File: src/sv/pcs_pkg.sv
// ----------------------------------------------------------------------------
// pcs_pkg
// Shared widths, codes and command/status types for the PUCT child selector.
// ----------------------------------------------------------------------------
package pcs_pkg;

    localparam int PRIOR_W = 16;
    localparam int PVIS_W  = 20;
    localparam int VSUM_W  = 37;
    localparam int SQRT_W  = 18;
    localparam int SCORE_W = 28;
    localparam int INDEX_W = 6;

    localparam logic signed [SCORE_W-1:0] SCORE_MIN = {1'b1, {(SCORE_W-1){1'b0}}};
    localparam logic signed [SCORE_W-1:0] SCORE_MAX = {1'b0, {(SCORE_W-1){1'b1}}};

    typedef struct packed {
        logic load;        // capture the input beat
        logic sqrt_start;  // start the square root
        logic div_start;   // start both divisions
        logic update;      // compare and keep best
        logic clear_run;   // return running best to its start value
    } pcs_cmd_t;

    typedef struct packed {
        logic sqrt_done;
        logic div_done;
    } pcs_status_t;

endpackage

File: src/sv/puct_child_select.sv
// ----------------------------------------------------------------------------
// puct_child_select
// PUCT child selection over the children of one search node.
// ----------------------------------------------------------------------------
// Children arrive one beat each on the input channel (valid/ready) with the
// parent's visit count; last_child marks the final child of a node. For each
// child the score prior*sqrt(N)/(n+1) - value_sum/n is formed and the best
// score and position are kept, earlier children winning ties. After the last
// child one beat with best_index and pick_score leaves on the output channel.
// The operands are registered when the beat is taken and in_ready stays low
// while the child is scored: every scored child waits for the 37-step serial
// division, and the first child of a node first waits for the bit-serial
// square root. Children beyond the position limit skip both and go straight
// to the update state. The result register lets the next node's children
// proceed while a result waits; only when the next result is due with the
// previous one still stalled by out_ready does the sequencer stop, and input
// stalls with it. Reset clears the sequencer, the running best and the stored
// square root.
// ----------------------------------------------------------------------------
module puct_child_select #(
    parameter int MAX_CHILDREN = 64,
    parameter int VISIT_BITS   = 20
) (
    input  logic                               clk,
    input  logic                               rst_n,
    input  logic                               in_valid,
    output logic                               in_ready,
    input  logic [pcs_pkg::PVIS_W-1:0]         parent_visits,
    input  logic [pcs_pkg::PRIOR_W-1:0]        child_prior,
    input  logic [pcs_pkg::PVIS_W-1:0]         child_visits,
    input  logic signed [pcs_pkg::VSUM_W-1:0]  child_value_sum,
    input  logic                               last_child,
    output logic                               out_valid,
    input  logic                               out_ready,
    output logic [pcs_pkg::INDEX_W-1:0]        best_index,
    output logic signed [pcs_pkg::SCORE_W-1:0] pick_score
);
    localparam int POS_W = $clog2(MAX_CHILDREN + 1);

    pcs_pkg::pcs_cmd_t    cmd;
    pcs_pkg::pcs_status_t status;
    logic [POS_W-1:0]     position;
    logic                 capture;
    logic [pcs_pkg::INDEX_W-1:0]        dp_index;
    logic signed [pcs_pkg::SCORE_W-1:0] dp_score;
    logic [pcs_pkg::INDEX_W-1:0]        idx_reg;
    logic signed [pcs_pkg::SCORE_W-1:0] score_reg;

    pcs_ctrl #(.MAX_CHILDREN(MAX_CHILDREN), .POS_W(POS_W)) u_ctrl (
        .clk(clk), .rst_n(rst_n), .in_valid(in_valid), .in_ready(in_ready),
        .last_child(last_child), .out_valid(out_valid), .out_ready(out_ready),
        .cmd(cmd), .status(status), .position(position), .capture(capture)
    );

    pcs_datapath #(.VISIT_BITS(VISIT_BITS), .POS_W(POS_W)) u_dp (
        .clk(clk), .rst_n(rst_n), .cmd(cmd), .status(status),
        .parent_visits(parent_visits), .child_prior(child_prior),
        .child_visits(child_visits), .child_value_sum(child_value_sum),
        .position(position), .best_index(dp_index), .pick_score(dp_score)
    );

    always_ff @(posedge clk or negedge rst_n)
    begin
        if (!rst_n)
        begin
            idx_reg   <= '0;
            score_reg <= pcs_pkg::SCORE_MIN;
        end
        else if (capture)
        begin
            idx_reg   <= dp_index;
            score_reg <= dp_score;
        end
    end

    assign best_index = idx_reg;
    assign pick_score = score_reg;
endmodule

File: src/sv/pcs_datapath.sv
// ----------------------------------------------------------------------------
// pcs_datapath
// Operand registers, a bit-serial square root, two restoring dividers and
// the running best score and index.
// ----------------------------------------------------------------------------
module pcs_datapath #(
    parameter int VISIT_BITS = 20,
    parameter int POS_W      = 7
) (
    input  logic                                   clk,
    input  logic                                   rst_n,
    input  pcs_pkg::pcs_cmd_t                      cmd,
    output pcs_pkg::pcs_status_t                   status,
    input  logic [pcs_pkg::PVIS_W-1:0]             parent_visits,
    input  logic [pcs_pkg::PRIOR_W-1:0]            child_prior,
    input  logic [pcs_pkg::PVIS_W-1:0]             child_visits,
    input  logic signed [pcs_pkg::VSUM_W-1:0]      child_value_sum,
    input  logic [POS_W-1:0]                       position,
    output logic [pcs_pkg::INDEX_W-1:0]            best_index,
    output logic signed [pcs_pkg::SCORE_W-1:0]     pick_score
);
    localparam int VW   = (VISIT_BITS < pcs_pkg::PVIS_W) ? VISIT_BITS : pcs_pkg::PVIS_W;
    localparam int RADW = 2 * pcs_pkg::SQRT_W;          // radicand bits
    localparam int NUMW = pcs_pkg::PRIOR_W + pcs_pkg::SQRT_W;
    localparam int DENW = pcs_pkg::PVIS_W + 9;
    localparam int MAGW = pcs_pkg::VSUM_W;
    localparam int SCW  = 6;
    localparam int DCW  = 6;

    logic [pcs_pkg::PVIS_W-1:0] pvis_m, cvis_m;
    always_comb
    begin
        pvis_m = '0;
        cvis_m = '0;
        pvis_m[VW-1:0] = parent_visits[VW-1:0];
        cvis_m[VW-1:0] = child_visits[VW-1:0];
    end

    // Child operands are held here once the beat has been taken.
    logic [pcs_pkg::PRIOR_W-1:0]       prior_reg;
    logic [pcs_pkg::PVIS_W-1:0]        cvis_reg;
    logic signed [pcs_pkg::VSUM_W-1:0] vsum_reg;

    // Square root, two radicand bits per cycle.
    logic [RADW-1:0]              rad_reg, rad_next;
    logic [pcs_pkg::SQRT_W+1:0]   rem_reg, rem_next;
    logic [pcs_pkg::SQRT_W-1:0]   root_reg, root_next;
    logic [SCW-1:0]               scnt_reg, scnt_next;
    logic                         sbusy_reg, sbusy_next;
    logic [pcs_pkg::SQRT_W-1:0]   sqrt_reg, sqrt_next;
    logic [pcs_pkg::SQRT_W+1:0]   trial;
    logic [pcs_pkg::SQRT_W+1:0]   rem_sh;

    always_comb
    begin
        rad_next  = rad_reg;
        rem_next  = rem_reg;
        root_next = root_reg;
        scnt_next = scnt_reg;
        sbusy_next = sbusy_reg;
        sqrt_next = sqrt_reg;
        rem_sh = {rem_reg[pcs_pkg::SQRT_W-1:0], rad_reg[RADW-1:RADW-2]};
        trial  = {root_reg, 2'b01};
        if (cmd.sqrt_start)
        begin
            rad_next  = RADW'({pvis_m, 16'd0});
            rem_next  = '0;
            root_next = '0;
            scnt_next = SCW'(pcs_pkg::SQRT_W);
            sbusy_next = 1'b1;
        end
        else if (sbusy_reg)
        begin
            rad_next = {rad_reg[RADW-3:0], 2'b00};
            if (rem_sh >= trial)
            begin
                rem_next  = rem_sh - trial;
                root_next = {root_reg[pcs_pkg::SQRT_W-2:0], 1'b1};
            end
            else
            begin
                rem_next  = rem_sh;
                root_next = {root_reg[pcs_pkg::SQRT_W-2:0], 1'b0};
            end
            scnt_next = scnt_reg - SCW'(1);
            if (scnt_reg == SCW'(1))
            begin
                sbusy_next = 1'b0;
                sqrt_next  = root_next;
            end
        end
    end

    // Two dividers run side by side, one quotient bit each per cycle once the prior divider's steps begin.
    logic [NUMW-1:0] pn_reg, pn_next;      // numerator, becomes quotient
    logic [DENW-1:0] pd_reg, pd_next;
    logic [DENW-1:0] pr_reg, pr_next;
    logic [MAGW-1:0] mn_reg, mn_next;
    logic [pcs_pkg::PVIS_W-1:0] md_reg, md_next;
    logic [pcs_pkg::PVIS_W:0]   mr_reg, mr_next;
    logic            mneg_reg, mneg_next, mzero_reg, mzero_next;
    logic [DCW-1:0]  dcnt_reg, dcnt_next;
    logic            dbusy_reg, dbusy_next;
    logic [DENW:0]   pr_sh;
    logic [pcs_pkg::PVIS_W+1:0] mr_sh;
    logic [MAGW-1:0] mag;

    always_comb
    begin
        pn_next = pn_reg; pd_next = pd_reg; pr_next = pr_reg;
        mn_next = mn_reg; md_next = md_reg; mr_next = mr_reg;
        mneg_next = mneg_reg; mzero_next = mzero_reg;
        dcnt_next = dcnt_reg; dbusy_next = dbusy_reg;
        mag = vsum_reg[MAGW-1] ? MAGW'(-vsum_reg) : vsum_reg;
        pr_sh = {pr_reg, pn_reg[NUMW-1]};
        mr_sh = {mr_reg, mn_reg[MAGW-1]};
        if (cmd.div_start)
        begin
            pn_next = NUMW'(prior_reg) * NUMW'(sqrt_reg);
            pd_next = {DENW'(cvis_reg) + DENW'(1)} << 8;
            pr_next = '0;
            mn_next = mag;
            md_next = cvis_reg;
            mr_next = '0;
            mneg_next  = vsum_reg[MAGW-1];
            mzero_next = (cvis_reg == '0);
            dcnt_next  = DCW'(MAGW);
            dbusy_next = 1'b1;
        end
        else if (dbusy_reg)
        begin
            if (dcnt_reg <= DCW'(NUMW))
            begin
                if (pr_sh >= {1'b0, pd_reg})
                begin
                    pr_next = DENW'(pr_sh - {1'b0, pd_reg});
                    pn_next = {pn_reg[NUMW-2:0], 1'b1};
                end
                else
                begin
                    pr_next = DENW'(pr_sh);
                    pn_next = {pn_reg[NUMW-2:0], 1'b0};
                end
            end
            if (mr_sh >= {2'b00, md_reg})
            begin
                mr_next = (pcs_pkg::PVIS_W+1)'(mr_sh - {2'b00, md_reg});
                mn_next = {mn_reg[MAGW-2:0], 1'b1};
            end
            else
            begin
                mr_next = (pcs_pkg::PVIS_W+1)'(mr_sh);
                mn_next = {mn_reg[MAGW-2:0], 1'b0};
            end
            dcnt_next = dcnt_reg - DCW'(1);
            if (dcnt_reg == DCW'(1))
                dbusy_next = 1'b0;
        end
    end

    // Score and compare.
    logic signed [MAGW+2:0] mean_s, pterm_s, score_w;
    logic signed [pcs_pkg::SCORE_W-1:0] score;
    logic signed [pcs_pkg::SCORE_W-1:0] bscore_reg, bscore_next;
    logic [pcs_pkg::INDEX_W-1:0]        bidx_reg, bidx_next;

    always_comb
    begin
        mean_s  = mzero_reg ? '0 : (mneg_reg ? -$signed({3'b000, mn_reg})
                                             :  $signed({3'b000, mn_reg}));
        pterm_s = $signed({{(MAGW+3-NUMW){1'b0}}, pn_reg});
        score_w = pterm_s - mean_s;
        if (score_w > (MAGW+3)'(pcs_pkg::SCORE_MAX))
            score = pcs_pkg::SCORE_MAX;
        else if (score_w < $signed((MAGW+3)'(pcs_pkg::SCORE_MIN)))
            score = pcs_pkg::SCORE_MIN;
        else
            score = score_w[pcs_pkg::SCORE_W-1:0];
        bscore_next = bscore_reg;
        bidx_next   = bidx_reg;
        if (cmd.clear_run)
        begin
            bscore_next = pcs_pkg::SCORE_MIN;
            bidx_next   = '0;
        end
        else if (cmd.update && score > bscore_reg)
        begin
            bscore_next = score;
            bidx_next   = pcs_pkg::INDEX_W'(position);
        end
    end

    always_ff @(posedge clk or negedge rst_n)
    begin
        if (!rst_n)
        begin
            sbusy_reg  <= 1'b0;
            dbusy_reg  <= 1'b0;
            scnt_reg   <= '0;
            dcnt_reg   <= '0;
            sqrt_reg   <= '0;
            bscore_reg <= pcs_pkg::SCORE_MIN;
            bidx_reg   <= '0;
        end
        else
        begin
            sbusy_reg  <= sbusy_next;
            dbusy_reg  <= dbusy_next;
            scnt_reg   <= scnt_next;
            dcnt_reg   <= dcnt_next;
            sqrt_reg   <= sqrt_next;
            bscore_reg <= bscore_next;
            bidx_reg   <= bidx_next;
        end
    end

    always_ff @(posedge clk)
    begin
        rad_reg <= rad_next; rem_reg <= rem_next; root_reg <= root_next;
        pn_reg <= pn_next; pd_reg <= pd_next; pr_reg <= pr_next;
        mn_reg <= mn_next; md_reg <= md_next; mr_reg <= mr_next;
        mneg_reg <= mneg_next; mzero_reg <= mzero_next;
    end

    always_ff @(posedge clk)
    begin
        if (cmd.load)
        begin
            prior_reg <= child_prior;
            cvis_reg  <= cvis_m;
            vsum_reg  <= child_value_sum;
        end
    end

    assign status.sqrt_done = !sbusy_reg;
    assign status.div_done  = !dbusy_reg;
    assign best_index = bidx_reg;
    assign pick_score = bscore_reg;
endmodule

File: src/sv/pcs_ctrl.sv
// ----------------------------------------------------------------------------
// pcs_ctrl
// Sequencer: accepts a beat, runs square root and divisions, updates the best
// and presents the result of a run.
// ----------------------------------------------------------------------------
module pcs_ctrl #(
    parameter int MAX_CHILDREN = 64,
    parameter int POS_W        = 7
) (
    input  logic                       clk,
    input  logic                       rst_n,
    input  logic                       in_valid,
    output logic                       in_ready,
    input  logic                       last_child,
    output logic                       out_valid,
    input  logic                       out_ready,
    output pcs_pkg::pcs_cmd_t          cmd,
    input  pcs_pkg::pcs_status_t       status,
    output logic [POS_W-1:0]           position,
    output logic                       capture
);
    typedef enum logic [2:0] {S_IDLE, S_SQRT, S_DSTART, S_DIV, S_UPD, S_OUT} state_t;
    state_t state_reg, state_next;
    logic [POS_W-1:0] pos_reg, pos_next;
    logic             last_reg, last_next;
    logic             oval_reg, oval_next;
    logic             scored;

    assign in_ready  = (state_reg == S_IDLE);
    assign out_valid = oval_reg;
    assign position  = pos_reg;
    assign scored    = pos_reg < POS_W'(MAX_CHILDREN);

    always_comb
    begin
        state_next = state_reg;
        pos_next   = pos_reg;
        last_next  = last_reg;
        oval_next  = oval_reg;
        cmd        = '0;
        capture    = 1'b0;
        if (oval_reg && out_ready)
            oval_next = 1'b0;
        case (state_reg)
            S_IDLE:
            begin
                if (in_valid && in_ready)
                begin
                    cmd.load  = 1'b1;
                    last_next = last_child;
                    if (!scored)
                        state_next = S_UPD;
                    else if (pos_reg == '0)
                    begin
                        cmd.sqrt_start = 1'b1;
                        state_next = S_SQRT;
                    end
                    else
                        state_next = S_DSTART;
                end
            end
            S_SQRT:
                if (status.sqrt_done)
                    state_next = S_DSTART;
            S_DSTART:
            begin
                cmd.div_start = 1'b1;
                state_next = S_DIV;
            end
            S_DIV:
                if (status.div_done)
                    state_next = S_UPD;
            S_UPD:
            begin
                if (scored)
                begin
                    cmd.update = 1'b1;
                    pos_next = pos_reg + POS_W'(1);
                end
                state_next = last_reg ? S_OUT : S_IDLE;
            end
            S_OUT:
            begin
                // The result register is reloaded only once its previous beat has gone.
                if (!oval_reg || out_ready)
                begin
                    capture = 1'b1;
                    oval_next = 1'b1;
                    cmd.clear_run = 1'b1;
                    pos_next = '0;
                    state_next = S_IDLE;
                end
            end
            default: state_next = S_IDLE;
        endcase
    end

    always_ff @(posedge clk or negedge rst_n)
    begin
        if (!rst_n)
        begin
            state_reg <= S_IDLE;
            pos_reg   <= '0;
            last_reg  <= 1'b0;
            oval_reg  <= 1'b0;
        end
        else
        begin
            state_reg <= state_next;
            pos_reg   <= pos_next;
            last_reg  <= last_next;
            oval_reg  <= oval_next;
        end
    end
endmodule
File: config.mk
export PLATFORM = sky130hd
export DESIGN_NAME = puct_child_select
export DESIGN_NICKNAME = d
export VERILOG_FILES = /design/src/sv/pcs_pkg.sv /design/src/sv/puct_child_select.sv /design/src/sv/pcs_datapath.sv /design/src/sv/pcs_ctrl.sv
export SDC_FILE = /design/constraint.sdc
export NUM_CORES = 2
export LEC_CHECK = 0
export CAP_MARGIN = 10
export CORE_ASPECT_RATIO = 1.25
export CORE_MARGIN = 4
export CORE_UTILIZATION = 52
export CTS_CLUSTER_SIZE = 40
export DETAILED_ROUTE_END_ITERATION = 12
export DONT_BUFFER_PORTS = 1
export PLACE_DENSITY = 0.68
export REMOVE_ABC_BUFFERS = 1
export SETUP_SLACK_MARGIN = 0.1
export SYNTH_ARGS = -nofsm -noshare
export SYNTH_HDL_FRONTEND = slang
export SYNTH_HIERARCHICAL = 1
export SYNTH_SLANG_ARGS = --single-unit
File: constraint.sdc
create_clock -name clk -period 10.7 [get_ports clk]
set_input_delay 1.07 -clock clk [delete_from_list [all_inputs] [get_ports clk]]
set_output_delay 1.07 -clock clk [all_outputs]
set_load 0.01 [all_outputs]
==> flow_summary.toml <==
[synthesis]
netlist-cell-type-count = 86
ys_ff_latch = 405
async_flop_share_pct = 27.65
yosysMostFrequentCell = "nand2_1"
yosys_warnings = 6
syn_area_per_cell_um2 = 9.603
synth_area_leaders = "edfxtp_1 (19%), fa_1 (14%), ha_1 (9.2%)"
yosysTopAreaCellShare_pct = 18.74
synthCells = 3455
synthTopCellsByCount = "nand2_1 (409), inv_1 (379), ha_1 (244)"
synthFlopType = "edfxtp_1"
synth_edf_count = 207
yosys.area.top_type = "edfxtp_1"
synth.cell_area_mm2 = 0.03318
seq_area_frac_synth_pct = 32.38

[placed_design]
dpl.hpwl_mm = 59.22
pre_cts_ws_ps = 1329
place.gp.congestion = 0.9128
port_buffers = 0

[grt]
grt_pass1_wl_mm = 127.0
antenna_found_initial = 0
grt_max_degree = 161
grt.total_usage_pct = 22.88
overflow = 0
grt_pass1_vias = 24340

[sta]
slew_viol_final = 0
skew_ps = 33.96
setup_violations = 0
hold_viol = 0
setup_slack_ps = 1225
max_freq_ghz = 0.1055
holdWs_ps = 183.6
tns_ps = 0
slew_headroom_pct = 28.00
final.min_clock_period_ps = 9475
rsz0062_at_grt = "false"
tightest_slew_ps = 1079
fin_crit_sh_pct = 88.55

[clock_tree]
post_cts_buffers = 0
cts_buffer_depth = 3
clkTransAtPathRegs_ps = 70
clock_sinks = 405
holdBufCountCts = 0
root_buffer = "clkbuf_16"
cts_tree = "yes"
htree_levels = 2
cts-resized-gates = 0
clock_latency_ps = 600
cts-buffers-inserted = 45

[route]
drt-initial-drc-count = 1192
drc = 0
ant_nets = 0
avgRoutedWirePerCell_um = 18.23
wl_mm = 77.51
firstDrtPassIters = 5
route.vias.total = 23780
viasPerCell = 5.593

[critical_path]
critPathBufInv = 3
r2r-end = "u_dp/pick_score[2]"
arrival_ps = 9910
r2r_cells = 34
crit_top_cell = "or4_1"
crit_type = "register to register"
startpoint_type = "register"
timing.rr.start = "u_dp/mn_reg[1]"
required_ps = 11130
ff2ff_setup_slack_ps = 1220
crit_family = "simple AND/OR/NAND/NOR gates"
endpoint_kind = "register"
critPathSlowestCell = "or4_1"
crit_fanout = 19
cp_slowest_stage_delay_ps = 600

[final_layout]
fillers = 5688
diodes = 0
area_growth_pct = 6.189
layout-drive-gt1-share_pct = 7.063
nets = 3943

[floorplan]
core-area_mm2 = 0.06315
io_pins = 134
rows = 103
start_util_pct = 52.54
dieHeight_um = 290.4
die_w_um = 233.9
fp.dieArea_mm2 = 0.06793

[pwr]
leakagePower_uw = 0.01572
irDropWorstVdd_uv = 179.6
p_total_uw = 9037
power_density_mw_per_mm2 = 256.5

[worst_hold_path]
hold_path_class = "input pin to asynchronous set/reset pin"

[run_status]
outcome = "finished clean"

[flow_run]
drv_cap = 0
## cells in the final DEF, fill, tap and decap left out, types with 9 or more instances in the layout
master	n
a211oi_1	55
a21o_1	50
a21oi_1	192
a31oi_1	14
and2_1	104
and3_1	15
buf_4	21
clkbuf_1	13
clkbuf_16	48
clkinv_2	9
dfrtp_1	109
dfxtp_1	86
edfxtp_1	207
fa_1	225
ha_1	244
inv_1	377
mux2_2	74
mux2_4	30
mux2i_1	60
nand2_1	409
nand2b_1	75
nand3_1	38
nand4_1	41
nor2_1	226
nor2b_1	48
nor3_1	38
nor4_1	13
o211ai_1	12
o21a_1	14
o21ai_0	112
o21bai_1	12
o31ai_1	24
o41ai_1	12
or2_2	16
or3_1	22
or4_1	14
xnor2_1	124
xor2_1	85
## how the worst max path moves through the flow
stage	startpoint	end	slack [ps]	cells after the start
final	u_dp/mn_reg[1]	u_dp/pick_score[2]	1220	34
after detailed placement	u_dp/mn_reg[1]	u_dp/pick_score[0]	1330	33
after floorplan	u_ctrl/state_reg[1]	u_dp/mn_reg[0]	-4560	2
after global routing	u_dp/mn_reg[1]	u_dp/pick_score[24]	340	34
after CTS	u_dp/mn_reg[4]	u_dp/pick_score[12]	1330	33
after global placement	u_dp/mn_reg[1]	u_dp/pick_score[24]	1410	34
## cell families (layout without fill, tap and decap cells)
group,after synthesis,count (layout),share of synthesized area (%)
buf+inv,527,484,6.343
flops,405,405,32.38
mux,164,164,5.679
fa+ha+maj,469,469,22.78
xor+xnor,209,209,5.517
simple gates,1103,1103,16.13
compound gates,578,578,11.17
## where the power goes
group / switching [uW] / total, uW / internal (uW)
Sequential: 449 / 2660 / 2210
Combinational: 2910 / 4850 / 1950
Clock: 652 / 1530 / 874
Total: 4010 / 9040 / 5030
## cell type report
cell class	count	area, um^2	share of cell area (%)
clock buffer	64	1291	3.665
clock inverter	19	165.2	0.4688
inverter	379	1424	4.041
multi-input combinational	2523	20380	57.84
sequential	405	10740	30.50
tap	840	1051	2.983
timing repair buffer	22	177.7	0.5043
## stage by stage
stage | instance area, um^2 | cells | util (%)
2_1_floorplan | 32500 | 3307 | -
3_3_place_gp | 33770 | 4169 | 53.49
3_5_place_dp | 33770 | 4169 | 53.49
4_1_cts | 35230 | 4252 | 55.79
5_1_grt | 35230 | 4252 | 55.79
6_report | 35230 | 4252 | 55.79
## layer usage
metal / part of all wire (%) / GRT usage [%]
met2: 52 / 41.12
met5: 0 / 0
met1: 41 / 28.12
met3: 3.7 / 3.118
met4: 3.5 / 7.625
Power figures use the tool's default switching activity.
